<file path="config.mk">
export PLATFORM = sky130hd
export DESIGN_NAME = spcg_ctrl
export DESIGN_NICKNAME = d
export VERILOG_FILES = /design/src/rtl/spcg_pkg.sv /design/src/rtl/spcg_ctrl.sv
export SDC_FILE = /design/constraint.sdc
export NUM_CORES = 1
export LEC_CHECK = 0
export BUFFER_PORTS_ARGS = -buffer_cell sky130_fd_sc_hd__buf_2
export CAP_MARGIN = 20
export CORE_UTILIZATION = 35
export DETAILED_ROUTE_END_ITERATION = 10
export GPL_ROUTABILITY_DRIVEN = 1
export PLACE_DENSITY_LB_ADDON = 0.15
export SLEW_MARGIN = 5
export SYNTH_ARGS = -nofsm -noshare
export SYNTH_HDL_FRONTEND = slang
export SYNTH_SLANG_ARGS = --single-unit
</file>
<file path="constraint.sdc">
create_clock -name clk -period 7.4 [get_ports clk]
set_input_delay 0.37 -clock clk [delete_from_list [all_inputs] [get_ports clk]]
set_output_delay 0.37 -clock clk [all_outputs]
set_load 0.1 [all_outputs]
</file>
<file path="src/rtl/spcg_pkg.sv">
// Shared types, codes and constants for the sphere pair contact generator.
// No dependencies; compiled first.
`timescale 1ns / 1ps

package spcg_pkg;

    // Default store depth (number of spheres per set)
    localparam int MAX_SPHERES_DEF = 8;

    // Q1.14 unit and tangent switch threshold (10*|nz| < 7*unit)
    localparam int UNIT_Q14  = 16384;
    localparam int TAN_LIMIT = 7 * UNIT_Q14;

    // Iteration counts of the shared root and divide units
    localparam int SQRT_STEPS = 32;
    localparam int DIV_STEPS  = 16;

    // One input sphere
    typedef struct packed {
        logic signed [31:0] pos_x;
        logic signed [31:0] pos_y;
        logic signed [31:0] pos_z;
        logic [30:0]        sphere_radius;
        logic               is_static;
        logic               last_sphere;
    } sphere_t;

    // One output contact
    typedef struct packed {
        logic [2:0]         first_sphere;
        logic [2:0]         second_sphere;
        logic signed [15:0] normal_x;
        logic signed [15:0] normal_y;
        logic signed [15:0] normal_z;
        logic signed [15:0] tangent_x;
        logic signed [15:0] tangent_y;
        logic signed [15:0] tangent_z;
        logic signed [31:0] gap;
        logic [3:0]         first_body_number;
        logic [3:0]         second_body_number;
        logic               last_contact;
    } contact_t;

    // Datapath operations
    typedef enum logic [3:0] {
        OP_NOP,
        OP_LOAD,
        OP_READ,
        OP_DIFF,
        OP_SQ,
        OP_SQRT,
        OP_GAP,
        OP_DIV,
        OP_TSEL,
        OP_TUNIT,
        OP_EMIT,
        OP_CLEAR
    } dp_op_t;

    // Controller states
    typedef enum logic [3:0] {
        ST_IDLE,
        ST_FIND,
        ST_READ,
        ST_DIFF,
        ST_SQ,
        ST_SQRT,
        ST_SQRT_WAIT,
        ST_GAP,
        ST_DIV,
        ST_DIV_WAIT,
        ST_TSEL,
        ST_LOOK,
        ST_EMIT,
        ST_DONE
    } ctrl_state_t;

    // Controller to datapath
    typedef struct packed {
        dp_op_t     op;
        logic [1:0] k;      // axis / square step
        logic       tang;   // 0: normal phase, 1: tangent phase
        logic       last;   // final contact of the set
    } cmd_t;

    // Datapath to controller
    typedef struct packed {
        logic busy;         // root or divide unit running
        logic root_zero;    // last root result is zero
        logic out_free;     // output register can take a contact
    } sts_t;

endpackage

</file>
<file path="src/rtl/spcg_ctrl.sv">
// Controller: sphere loading, pair walk with look-ahead for the final
// contact, and sequencing of the datapath operations. Uses spcg_pkg.
`timescale 1ns / 1ps

module spcg_ctrl
    import spcg_pkg::*;
#(
    parameter int MAX_SPHERES = MAX_SPHERES_DEF
)
(
    input  logic                           clk,
    input  logic                           rst_n,
    input  logic                           in_fire,
    input  logic                           in_last,
    input  sts_t                           sts,
    input  logic [MAX_SPHERES-1:0]         static_vec,
    output logic                           in_ready,
    output cmd_t                           cmd,
    output logic [$clog2(MAX_SPHERES)-1:0] idx_a,
    output logic [$clog2(MAX_SPHERES)-1:0] idx_b
);

    localparam int IDX_W = $clog2(MAX_SPHERES);
    localparam int CNT_W = $clog2(MAX_SPHERES + 1);
    localparam int SW    = $clog2(MAX_SPHERES + 2);

    ctrl_state_t state_reg, state_next;
    logic [CNT_W-1:0] cnt_reg, cnt_next;
    logic [IDX_W-1:0] ci_reg, ci_next, cj_reg, cj_next;
    logic [SW-1:0]    si_reg, si_next, sj_reg, sj_next;
    logic [1:0]       k_reg, k_next;
    logic             tang_reg, tang_next;
    logic             last_reg, last_next;

    logic [SW-1:0] ni, nj, cnt_w;
    logic          scan_end, scan_hit, has_room;

    // Pair scan: step to the next (i, j) and test it
    assign cnt_w    = SW'(cnt_reg);
    assign has_room = cnt_reg < CNT_W'(MAX_SPHERES);
    always_comb
    begin
        if (sj_reg + SW'(1) < cnt_w)
        begin
            ni = si_reg;
            nj = sj_reg + SW'(1);
        end
        else
        begin
            ni = si_reg + SW'(1);
            nj = si_reg + SW'(2);
        end
        scan_end = nj >= cnt_w;
        scan_hit = !scan_end
                 && !(static_vec[ni[IDX_W-1:0]] && static_vec[nj[IDX_W-1:0]]);
    end

    // State registers
    always_ff @(posedge clk or negedge rst_n)
    begin
        if (!rst_n)
        begin
            state_reg <= ST_IDLE;
            cnt_reg   <= '0;
            ci_reg    <= '0;
            cj_reg    <= '0;
            si_reg    <= '0;
            sj_reg    <= '0;
            k_reg     <= '0;
            tang_reg  <= 1'b0;
            last_reg  <= 1'b0;
        end
        else
        begin
            state_reg <= state_next;
            cnt_reg   <= cnt_next;
            ci_reg    <= ci_next;
            cj_reg    <= cj_next;
            si_reg    <= si_next;
            sj_reg    <= sj_next;
            k_reg     <= k_next;
            tang_reg  <= tang_next;
            last_reg  <= last_next;
        end
    end

    // Next state
    always_comb
    begin
        state_next = state_reg;
        cnt_next   = cnt_reg;
        ci_next    = ci_reg;
        cj_next    = cj_reg;
        si_next    = si_reg;
        sj_next    = sj_reg;
        k_next     = k_reg;
        tang_next  = tang_reg;
        last_next  = last_reg;
        case (state_reg)
            ST_IDLE:
            begin
                if (in_fire)
                begin
                    if (has_room)
                        cnt_next = cnt_reg + CNT_W'(1);
                    if (in_last)
                    begin
                        si_next    = '0;
                        sj_next    = '0;
                        state_next = ST_FIND;
                    end
                end
            end
            ST_FIND:
            begin
                if (scan_end)
                begin
                    state_next = ST_DONE;
                end
                else
                begin
                    si_next = ni;
                    sj_next = nj;
                    if (scan_hit)
                    begin
                        ci_next    = ni[IDX_W-1:0];
                        cj_next    = nj[IDX_W-1:0];
                        state_next = ST_READ;
                    end
                end
            end
            ST_READ:
            begin
                state_next = ST_DIFF;
            end
            ST_DIFF:
            begin
                k_next     = '0;
                tang_next  = 1'b0;
                state_next = ST_SQ;
            end
            ST_SQ:
            begin
                k_next = k_reg + 2'd1;
                if (k_reg == 2'd3)
                    state_next = ST_SQRT;
            end
            ST_SQRT:
            begin
                state_next = ST_SQRT_WAIT;
            end
            ST_SQRT_WAIT:
            begin
                if (!sts.busy)
                begin
                    k_next = '0;
                    if (!tang_reg)
                        state_next = ST_GAP;
                    else if (sts.root_zero)
                        state_next = ST_LOOK;
                    else
                        state_next = ST_DIV;
                end
            end
            ST_GAP:
            begin
                k_next     = '0;
                state_next = sts.root_zero ? ST_TSEL : ST_DIV;
            end
            ST_DIV:
            begin
                state_next = ST_DIV_WAIT;
            end
            ST_DIV_WAIT:
            begin
                if (!sts.busy)
                begin
                    if (k_reg == 2'd2)
                    begin
                        state_next = tang_reg ? ST_LOOK : ST_TSEL;
                    end
                    else
                    begin
                        k_next     = k_reg + 2'd1;
                        state_next = ST_DIV;
                    end
                end
            end
            ST_TSEL:
            begin
                k_next     = '0;
                tang_next  = 1'b1;
                state_next = ST_SQ;
            end
            ST_LOOK:
            begin
                if (scan_end)
                begin
                    last_next  = 1'b1;
                    state_next = ST_EMIT;
                end
                else
                begin
                    si_next = ni;
                    sj_next = nj;
                    if (scan_hit)
                    begin
                        last_next  = 1'b0;
                        state_next = ST_EMIT;
                    end
                end
            end
            ST_EMIT:
            begin
                if (sts.out_free)
                begin
                    if (last_reg)
                    begin
                        state_next = ST_DONE;
                    end
                    else
                    begin
                        ci_next    = si_reg[IDX_W-1:0];
                        cj_next    = sj_reg[IDX_W-1:0];
                        state_next = ST_READ;
                    end
                end
            end
            ST_DONE:
            begin
                cnt_next   = '0;
                state_next = ST_IDLE;
            end
            default:
            begin
                state_next = ST_IDLE;
            end
        endcase
    end

    // Outputs
    always_comb
    begin
        in_ready = 1'b0;
        cmd.op   = OP_NOP;
        cmd.k    = k_reg;
        cmd.tang = tang_reg;
        cmd.last = last_reg;
        idx_a    = ci_reg;
        idx_b    = cj_reg;
        case (state_reg)
            ST_IDLE:
            begin
                in_ready = 1'b1;
                idx_a    = cnt_reg[IDX_W-1:0];
                if (in_fire && has_room)
                    cmd.op = OP_LOAD;
            end
            ST_READ:      cmd.op = OP_READ;
            ST_DIFF:      cmd.op = OP_DIFF;
            ST_SQ:        cmd.op = OP_SQ;
            ST_SQRT:      cmd.op = OP_SQRT;
            ST_SQRT_WAIT:
            begin
                if (!sts.busy && tang_reg && sts.root_zero)
                    cmd.op = OP_TUNIT;
            end
            ST_GAP:       cmd.op = OP_GAP;
            ST_DIV:       cmd.op = OP_DIV;
            ST_TSEL:      cmd.op = OP_TSEL;
            ST_EMIT:
            begin
                if (sts.out_free)
                    cmd.op = OP_EMIT;
            end
            ST_DONE:      cmd.op = OP_CLEAR;
            default:
            begin
            end
        endcase
    end

endmodule

</file>
Word-level counts from Yosys, hierarchy flattened. Index checks and enable logic that the tools add are counted.

Add/subtract/negate cells: 5. Magnitude comparators: 5. Eq/ne operators: 30. Muxes and demuxes: 55. Reduce and logical (&&, ||, !) cells: 25.

Operators with widths (number): 4-bit two-way mux (22); 4-bit case mux with 12 select lines (1); 4-bit case mux with 11 select lines (1); 3-bit two-way mux (9); 2-bit inequality test, second input constant (13); 4-bit equality test, second input constant (6); 4-bit case mux with 2 select lines (3); 4-bit by 3-bit equality test with 1-bit output, second input constant (4); 4-bit by 1-bit adder with 4-bit output, second input constant (3); 2-bit two-way mux (6); 3-bit case mux with 2 select lines (2); 5-bit AND reduction (2); 2-bit nonzero test (5); 4-bit by 2-bit equality test with 1-bit output, second input constant (2); 3-bit by 4-bit less-than comparator with 1-bit output, second input constant (2); 2-bit case mux with 4 select lines (1); 4-bit AND reduction (2); 8-bit AND reduction (1); 1-bit two-way mux (7); 1-bit binary-select mux with 3-bit select (2); 3-bit inequality test, second input constant (2); 1-bit logical AND (5); 4-bit by 2-bit adder with 4-bit output, second input constant (1); 2-bit equality test, second input constant (2); other kinds (13) (16).

Register bits: 26. Bits of input ports: 15. Output and inout bits: 15. Word-level logic and storage cells: 130.

Depth between registers and ports, before layout. Gate-level depths: netlist of the first run.

Depth after elaboration: 11. Mapped depth: 16. Depth with buffers taken out: 15.

Least setup slack after synthesis of the first run. Ideal clock, no wire load.

Kind: reg2reg. From: register sj_reg[0]. To: register si_reg[1]. Library setup time: 122 ps. Data arrival time: 3672 ps. Required time: 7278 ps. Setup slack: 3606 ps. Stages on the path, launching flop included: 13. Buffers on the path: 1. Period minus slack after synthesis: 3794 ps. Cell sequence: dfrtp_1 ha_1 ha_1 o211ai_1 o21a_4 buf_12 mux2_2 ha_1 a21oi_1 o21ai_0 a211oi_2 mux2_2 a32o_1.

Cells in the longest elaborated chain, start to end: 6. Elaborated cells between the ends (all ways): 9. Classes of those cells: add/sub (1); order compare (2); eq/ne (1); mux (4); reduce/logical (1).

Ends and longest elaborated chain: from (decl) (RTL line spcg_ctrl.sv:30) `logic [SW-1:0] si_reg, si_next, sj_reg, sj_next;`; from (signal assigned) (RTL line spcg_ctrl.sv:80) `sj_reg <= sj_next;`; 4-bit by 1-bit adder with 4-bit output (*) (RTL line spcg_ctrl.sv:43, spcg_ctrl.sv:46); 4-bit less-than comparator (RTL line spcg_ctrl.sv:43) `if (sj_reg + SW'(1) < cnt_w)`; 4-bit two-way mux (RTL line spcg_ctrl.sv:43); 4-bit greater-or-equal comparator (RTL line spcg_ctrl.sv:53) `scan_end = nj >= cnt_w;`; 2-bit inequality test (no source line); 4-bit AND reduction (no source line); to (signal assigned) (RTL line spcg_ctrl.sv:79) `si_reg <= si_next;`; to (decl) (RTL line spcg_ctrl.sv:30).

Mark *: on every way between the ends. The rest lies on a longest branch, timed or not. The select of a mux whose other input is x is not followed. A chain may end at the register's enable or synchronous reset.

Final worst setup path of the first run. Ends and elaborated chain as after synthesis.

==> impl_metrics.py, run 1 <==
metrics = {
    "place": {
        "place_area_um2": 2631,
        "io_buffers": 29,
        "dpl.hpwl_um": 4684,
        "gp_congestion": 0.7799,
        "dp_cells": 385,
    },
    "timing": {
        "fmax_mhz": 231.6,
        "worstMarginPinSlew_ps": 774.1,
        "setup_viol": 0,
        "hold_violations": 0,
        "maxSlewViolCount": 0,
        "rsz0062_at_grt": "false",
        "period_share_pct": 58.35,
        "slew-limit-headroom_pct": 48.30,
        "tns_ps": 0,
        "fin_crit_ps": 4318,
        "clock_skew_ps": 9.196,
    },
    "drt": {
        "via_count": 2092,
        "wl_per_cell_um": 15.87,
        "drtPass1Iterations": 5,
        "ant_nets": 0,
        "drt_iter0_markers": 128,
        "post_drt_via_cell_ratio": 5.378,
        "wl_um": 6175,
        "drc": 0,
    },
    "floorplan": {
        "die_height_um": 86.41,
        "start_util_pct": 36.50,
        "die_area_um2": 7466,
        "core-area_um2": 6832,
        "boundaryPins": 30,
        "die_w_um": 86.41,
        "rows": 30,
    },
    "finish": {
        "antenna_cells": 0,
        "most-common-layout-cells": "29 x buf_2, 28 x nand2_1, 26 x dfrtp_1",
        "nFillCells": 749,
        "final_common_cell": "buf_2",
        "layout.nets": 322,
        "fin_cells": 389,
        "finalInstanceArea_um2": 2686,
        "drive_gt1_share_pct": 20.48,
        "areaGrowthSynthToFinish_pct": 7.727,
    },
    "setup_path": {
        "crit_required_ps": 7570,
        "startpoint_type": "flop",
        "path_class": "flop to flop",
        "critical_path.max_fanout": 9,
        "end_kind": "flop",
        "worstPathArrival_ps": 4480,
    },
    "global_route": {
        "antenna_found_initial": 0,
        "grt_max_degree": 27,
        "grt_overflow_total": 0,
        "grt_first_pass_wirelength_um": 9832,
        "grt_pass1_vias": 1855,
        "grt.total_usage_pct": 16.91,
    },
    "synthesis": {
        "synthArstFlopShare_pct": 100.0,
        "syn-cell-area_um2": 2494,
        "synth_top_flop_cell": "dfrtp_1",
        "ys_ff_latch": 26,
        "synth.top_cell.area_share_pct": 26.09,
        "ys_seq_area_share_pct": 26.09,
        "yosysWarnings": 0,
        "syn_nets": 301,
        "netlist_instances": 273,
        "synth-edff-count": 0,
        "synth_top_cell_by_area": "dfrtp_1",
        "synth_area_leaders": "dfrtp_1 26%, ha_1 6.5%, mux4_2 4.5%, nand2_1 4.2%, mux2i_1 3.6%",
        "synth_cell_types": 62,
        "avgSynthCellArea_um2": 9.134,
    },
    "cts": {
        "ctsResizeCount": 0,
        "post-cts-setup-buffers": 0,
        "h-tree-depth": 1,
        "root_buffer": "clkbuf_8",
        "path_clk_slew_ps": 100,
        "cts_max_path_buffers": 2,
        "cts-buffers-inserted": 3,
        "cts_tree": "built",
        "clock-sinks": 26,
        "cts_hold_buf": 0,
        "clk-insertion-delay-late_ps": 280,
    },
    "job": {
        "drv_cap": 0,
    },
    "outcome": {
        "status": "complete, no violations",
    },
    "min_path": {
        "hp-class": "primary input to async pin",
    },
}
==> stage by stage <==
step	hold WS, ps	setup WS (ps)	util (%)
3_5_place_dp	425.8	3108	38.52
5_1_grt	135.6	2702	39.32
2_1_floorplan	74.41	3606	-
6_report	87.61	3082	39.32
4_1_cts	111.4	3082	39.32
3_3_place_gp	424.2	3216	38.52
==> cell families (layout without fill, tap and decap cells) <==
| group | Yosys count | count (layout) | share of synthesized area [%] |
|---|---|---|---|
| AOI/OAI and AO/OA | 84 | 84 | 23.63 |
| muxes | 27 | 27 | 16.11 |
| adders and majority gates | 13 | 13 | 6.523 |
| buffers and inverters | 26 | 46 | 7.074 |
| xor gates and xnor gates | 6 | 6 | 2.107 |
| DFF | 26 | 26 | 26.09 |
| and+or+nand+nor | 91 | 91 | 18.46 |
==> critical path, cell delays in order (launching register included) <==
cell	delay (ps)
dfrtp_1	490
ha_1	410
ha_1	290
o211ai_1	360
o21ai_1	290
o21ai_0	350
inv_1	90
ha_1	270
nor2b_1	110
o21ai_0	190
a211oi_2	730
mux2_2	420
a32o_1	200
==> metal layers <==
layer  wire length, um  vias to the layer above  track usage (%)
li1                  -                     1064                -
met3               163                        4            2.762
met2              2661                       29            25.47
met4                27                        0            2.273
met5                 0                        -                0
met1              3321                      995            25.84
==> cell usage after synthesis (3+ instances only) <==
cell type	count
o211ai_1	6
nand2b_1	6
dfrtp_1	26
ha_1	13
a21oi_1	17
nor2b_1	6
nand2_1	28
o22ai_1	5
clkbuf_1	4
a31oi_1	3
nand3_1	13
mux4_1	3
xnor2_1	4
mux2_2	6
a211oi_1	4
o21a_1	4
o21ai_0	18
nor2_1	20
clkbuf_8	4
nand4_1	3
inv_1	12
a22o_1	4
mux2i_1	9
mux4_2	5
==> layout make-up <==
type | count | area [um2] | share of cell area [%]
Inverter | 13 | 48.80 | 1.816
Tap cell | 96 | 120.1 | 4.471
Sequential cell | 26 | 650.6 | 24.22
Timing Repair Buffer | 29 | 145.1 | 5.403
Multi-Input combinational cell | 221 | 1667 | 62.04
Clock buffer | 4 | 55.05 | 2.049
==> worst paths after layout <==
| path | end | slack (ps) | from | cells after the start |
|---|---|---|---|---|
| setup / recovery | si_reg[1]$_DFFE_PN0P_ | 3080 | sj_reg[0]$_DFFE_PN0P_ | 12 |
| hold / removal | cnt_reg[2]$_DFFE_PN0P_ | 90 | rst_n | 1 |
| setup reg to reg | si_reg[1]$_DFFE_PN0P_ | 3080 | sj_reg[0]$_DFFE_PN0P_ | 12 |
| hold reg to reg | idx_b[1]$_DFFE_PN0P_ | 510 | idx_b[1]$_DFFE_PN0P_ | 1 |
| min in group clk | cnt_reg[0]$_DFFE_PN0P_ | 490 | in_fire | 4 |
| max in group asynchronous | idx_b[0]$_DFFE_PN0P_ | 6900 | rst_n | 1 |
Power of run 1 is not shown: default switching activity piles up to over one toggle a cycle in this logic, so the estimate is an artifact.
==> run 2, diff against run 1 <==
Clock period 7.4 ns to 3.6 ns, I/O delays scaled along.
==> impl_metrics.py, run 2 (synthesis gave the netlist of run 1 again) <==
metrics = {
    "outcome": {
        "status": "complete, no violations",
    },
    "cts": {
        "cts_max_path_buffers": 2,
        "root_buffer": "clkbuf_8",
        "clk-insertion-delay-late_ps": 270,
        "h-tree-depth": 1,
        "clock-sinks": 26,
        "cts_tree": "built",
        "cts-buffers-inserted": 3,
        "path_clk_slew_ps": 90,
    },
    "timing": {
        "clock_skew_ps": 3.755,
        "maxSlewViolCount": 0,
        "fmax_mhz": 289.7,
        "period_share_pct": 95.90,
        "fin_crit_ps": 3452,
        "setup_viol": 0,
        "worstMarginPinSlew_ps": 675.7,
        "slew-limit-headroom_pct": 54.96,
        "hold_violations": 0,
    },
    "drt": {
        "ant_nets": 0,
        "drtPass1Iterations": 4,
        "wl_um": 6526,
        "drt_iter0_markers": 117,
        "drc": 0,
        "wl_per_cell_um": 16.15,
        "via_count": 2186,
        "post_drt_via_cell_ratio": 5.411,
    },
    "setup_path": {
        "crit_buf_inv": 0,
        "crit_path_top_delay_cell": "dfrtp_1",
        "crit_family": "compound AO/OA/AOI/OAI gates",
        "end_kind": "flop",
        "crit_required_ps": 3760,
        "critical_path.max_fanout": 4,
        "slowest_delay_ps": 420,
        "path_class": "flop to flop",
        "crit_chain": "ha_1 -> ha_1 -> o211ai_1 -> o21a_4 -> mux2_2 -> ha_1 -> a21oi_2 -> o21ai_2 -> a211oi_4 -> nand2b_4 -> o21ai_4 -> mux2_1",
        "timing.critical_path.mode_cell": "ha_1",
        "startpoint_type": "flop",
        "worstPathArrival_ps": 3610,
    },
    "place": {
        "io_buffers": 29,
        "gp_congestion": 0.8072,
        "dpl.hpwl_um": 4910,
    },
    "floorplan": {
        "die_height_um": 86.41,
        "die_w_um": 86.41,
        "boundaryPins": 30,
        "start_util_pct": 36.50,
        "die_area_um2": 7466,
        "rows": 30,
        "core-area_um2": 6832,
    },
    "finish": {
        "final_common_cell": "buf_2",
        "final_util_pct": 41.81,
        "layout.nets": 337,
        "areaGrowthSynthToFinish_pct": 14.55,
        "drive_gt1_share_pct": 26.95,
        "antenna_cells": 0,
        "most-common-layout-cells": "29 x buf_2, 28 x nand2_1, 25 x dfrtp_1",
    },
    "global_route": {
        "grt_overflow_total": 0,
        "grt_first_pass_wirelength_um": 10540,
        "grt.total_usage_pct": 18.18,
        "grt_max_degree": 27,
        "antenna_found_initial": 0,
        "grt_pass1_vias": 1962,
    },
    "min_path": {
        "hp-class": "primary input to flop",
    },
    "job": {
        "drv_cap": 0,
    },
}
run 2: cell types whose count changed in the layout (fill, tap and decap cells not counted), moves of 2 or more:
| cell | change |
|---|---|
| o21ai_0 | -3 |
| nor2b_1 | -2 |
| o21ai_2 | +2 |
| a21oi_1 | -2 |
| buf_4 | +14 |
| nor2b_2 | +2 |
run 2: what timing repair did:
action / CTS / global route
pin swaps: 2 / 2
endpoints found under the setup margin: 10 / 18
hold endpoints to repair: 26 / 0
hold buffers: 1 / 0
resized for setup: 4 / 9
setup buffers: 3 / 3
run 2: final timing paths:
path | from | endpoint | slack [ps] | cells past startpoint
max | sj_reg[0]$_DFFE_PN0P_ | state_reg[3]$_DFFE_PN0P_ | 150 | 12
min | in_fire | cnt_reg[0]$_DFFE_PN0P_ | 330 | 4
max reg2reg | sj_reg[0]$_DFFE_PN0P_ | state_reg[3]$_DFFE_PN0P_ | 150 | 12
min reg2reg | idx_b[1]$_DFFE_PN0P_ | idx_b[1]$_DFFE_PN0P_ | 510 | 1
max in group asynchronous | rst_n | sj_reg[2]$_DFFE_PN0P_ | 2700 | 2
min in group asynchronous | rst_n | cnt_reg[1]$_DFFE_PN0P_ | 460 | 2
run 2: final cells by class:
type / instances / area, um2
fillers: 721 / 3975
multi-input cells: 221 / 1720
flip-flops and latches: 26 / 651.9
repair buffers: 44 / 260.3
well taps: 96 / 120.1
clock buffers: 4 / 55.05
inverters: 13 / 48.80
run 2: worst register-to-register path, stage by stage, from the launching register on:
cell	delay (ps)
dfrtp_1	420
ha_1	330
ha_1	280
o211ai_1	300
o21a_4	170
mux2_2	350
ha_1	310
a21oi_2	160
o21ai_2	100
a211oi_4	340
nand2b_4	90
o21ai_4	160
mux2_1	340
run 2: metrics by stage:
step,hold WS (ps),std cells,setup WS (ps),area (um2),setup TNS [ps]
after CTS,313.1,401,13.46,2800,0
after global routing,351.3,404,-3.736,2856,-3.736
after detailed placement,233.3,393,-49.65,2699,-207.1
after floorplan,-115.6,273,15.05,2501,0
after global placement,236.4,393,76.99,2699,0
final,325.8,404,147.6,2856,0
run 2: per-layer routing:
| metal | global-route usage (%) | routed length [um] | part of all wire (%) | up-vias |
|---|---|---|---|---|
| met1 | 28.65 | 3473 | 53 | 1050 |
| met3 | 2.571 | 206 | 3.2 | 2 |
| met5 | 0 | 0 | 0 | - |
| li1 | - | - | - | 1094 |
| met2 | 26.55 | 2824 | 43 | 40 |
| met4 | 2.727 | 22 | 0.34 | 0 |
Power of run 2 is left out for the same reason.
==> run 3, diff against run 2 <==
Settings changed: CELL_PAD_IN_SITES_DETAIL_PLACEMENT from default to 0, CELL_PAD_IN_SITES_GLOBAL_PLACEMENT from default to 1, CORE_UTILIZATION 35 to 41.
==> impl_metrics.py, run 3 (synthesis gave the netlist of run 1 again) <==
metrics = {
    "timing": {
        "fmax_mhz": 291.2,
        "fin_crit_ps": 3435,
        "worstMarginPinSlew_ps": 692.6,
        "holdWs_ps": 313.1,
        "rsz0062_at_grt": "false",
        "maxSlewViolCount": 0,
        "tns_ps": 0,
        "clock_skew_ps": 2.856,
        "setup_viol": 0,
        "fin_ws_ps": 165.5,
        "slew-limit-headroom_pct": 53.83,
        "period_share_pct": 95.40,
        "hold_violations": 0,
    },
    "place": {
        "gp_congestion": 0.7696,
        "io_buffers": 29,
        "pre_cts_slack_ps": -7.635,
        "dpl.hpwl_um": 4828,
    },
    "global_route": {
        "grt_pass1_vias": 2005,
        "grt_overflow_total": 0,
        "grt_max_degree": 27,
        "grt_first_pass_wirelength_um": 10290,
        "grt.total_usage_pct": 21.00,
        "antenna_found_initial": 0,
    },
    "setup_path": {
        "timing.critical_path.mode_cell": "ha_1",
        "critical_path.max_fanout": 4,
        "crit_chain": "ha_1 -> ha_1 -> o211ai_1 -> o21a_4 -> mux2_2 -> ha_1 -> a21oi_2 -> o21ai_2 -> a211oi_4 -> mux2_2 -> a32o_1",
        "crit_required_ps": 3770,
        "crit_path_top_delay_cell": "dfrtp_1",
        "worstPathArrival_ps": 3600,
        "startpoint_type": "flop",
        "reg2regPathDepth": 11,
        "end_kind": "flop",
        "path_class": "flop to flop",
        "slowest_delay_ps": 430,
    },
    "floorplan": {
        "core-area_um2": 5886,
        "die_w_um": 79.99,
        "die_height_um": 79.99,
        "boundaryPins": 30,
        "die_area_um2": 6398,
        "rows": 28,
        "start_util_pct": 42.37,
    },
    "cts": {
        "h-tree-depth": 1,
        "cts-buffers-inserted": 3,
        "clock-sinks": 26,
        "cts_max_path_buffers": 2,
        "cts_tree": "built",
        "root_buffer": "clkbuf_8",
        "path_clk_slew_ps": 90,
        "clk-insertion-delay-late_ps": 270,
    },
    "drt": {
        "via_count": 2220,
        "ant_nets": 0,
        "post_drt_via_cell_ratio": 5.751,
        "wl_per_cell_um": 16.80,
        "drc": 0,
        "wl_um": 6484,
        "drtPass1Iterations": 4,
        "drt_iter0_markers": 84,
    },
    "finish": {
        "most-common-layout-cells": "29 x buf_2, 28 x nand2_1, 25 x dfrtp_1",
        "layout.nets": 340,
        "areaGrowthSynthToFinish_pct": 13.90,
        "drive_gt1_share_pct": 27.33,
        "antenna_cells": 0,
        "final_util_pct": 48.26,
        "final_common_cell": "buf_2",
    },
    "outcome": {
        "status": "complete, no violations",
    },
    "min_path": {
        "min_path_cells": 4,
        "hp-class": "primary input to flop",
    },
    "job": {
        "drv_cap": 0,
    },
}
run 3: changes by cell type in the layout (fill, tap and decap cells not counted), sizes merged:
cell  delta
buf      +3
run 3: final timing paths:
kind	startpoint	to	slack (ps)
max	sj_reg[0]$_DFFE_PN0P_	si_reg[1]$_DFFE_PN0P_	170
min	in_fire	cnt_reg[0]$_DFFE_PN0P_	310
max reg2reg	sj_reg[0]$_DFFE_PN0P_	si_reg[1]$_DFFE_PN0P_	170
min reg2reg	idx_b[1]$_DFFE_PN0P_	idx_b[1]$_DFFE_PN0P_	510
max in group asynchronous	rst_n	sj_reg[2]$_DFFE_PN0P_	2700
min in group asynchronous	rst_n	cnt_reg[2]$_DFFE_PN0P_	450
run 3: area by class of cell:
cell class / count / area [um2]
Fill cell: 601 / 3045
Multi-Input combinational cell: 221 / 1708
Timing Repair Buffer: 47 / 282.8
Clock buffer: 4 / 55.05
Sequential cell: 26 / 651.9
Inverter: 13 / 48.80
Tap cell: 75 / 93.84
run 3: timing repair:
item | in CTS | in global routing
buffers inserted | 1 | 5
hold endpoints to repair | 26 | 0
endpoints found under the setup margin | 6 | 18
hold buffers | 1 | 0
pin swaps | 1 | 2
gates resized for setup | 4 | 5
run 3: worst max-delay path: cells and delay by family, from the launching register on:
family | cells | cell delay [ps]
flops | 1 | 430
fa+ha+maj | 3 | 920
compound gates | 6 | 1220
mux | 2 | 750
run 3: through the flow:
stage          area (um2)  cells
2_1_floorplan        2501    273
3_3_place_gp         2695    375
3_5_place_dp         2695    375
4_1_cts              2779    381
5_1_grt              2840    386
6_report             2840    386
run 3: layer usage:
layer	GRT usage [%]	wire (um)
met1	30.94	3322
met2	32.82	2907
met3	3.086	230
met4	3.214	24
met5	0	0
Power of run 3 is left out for the same reason.
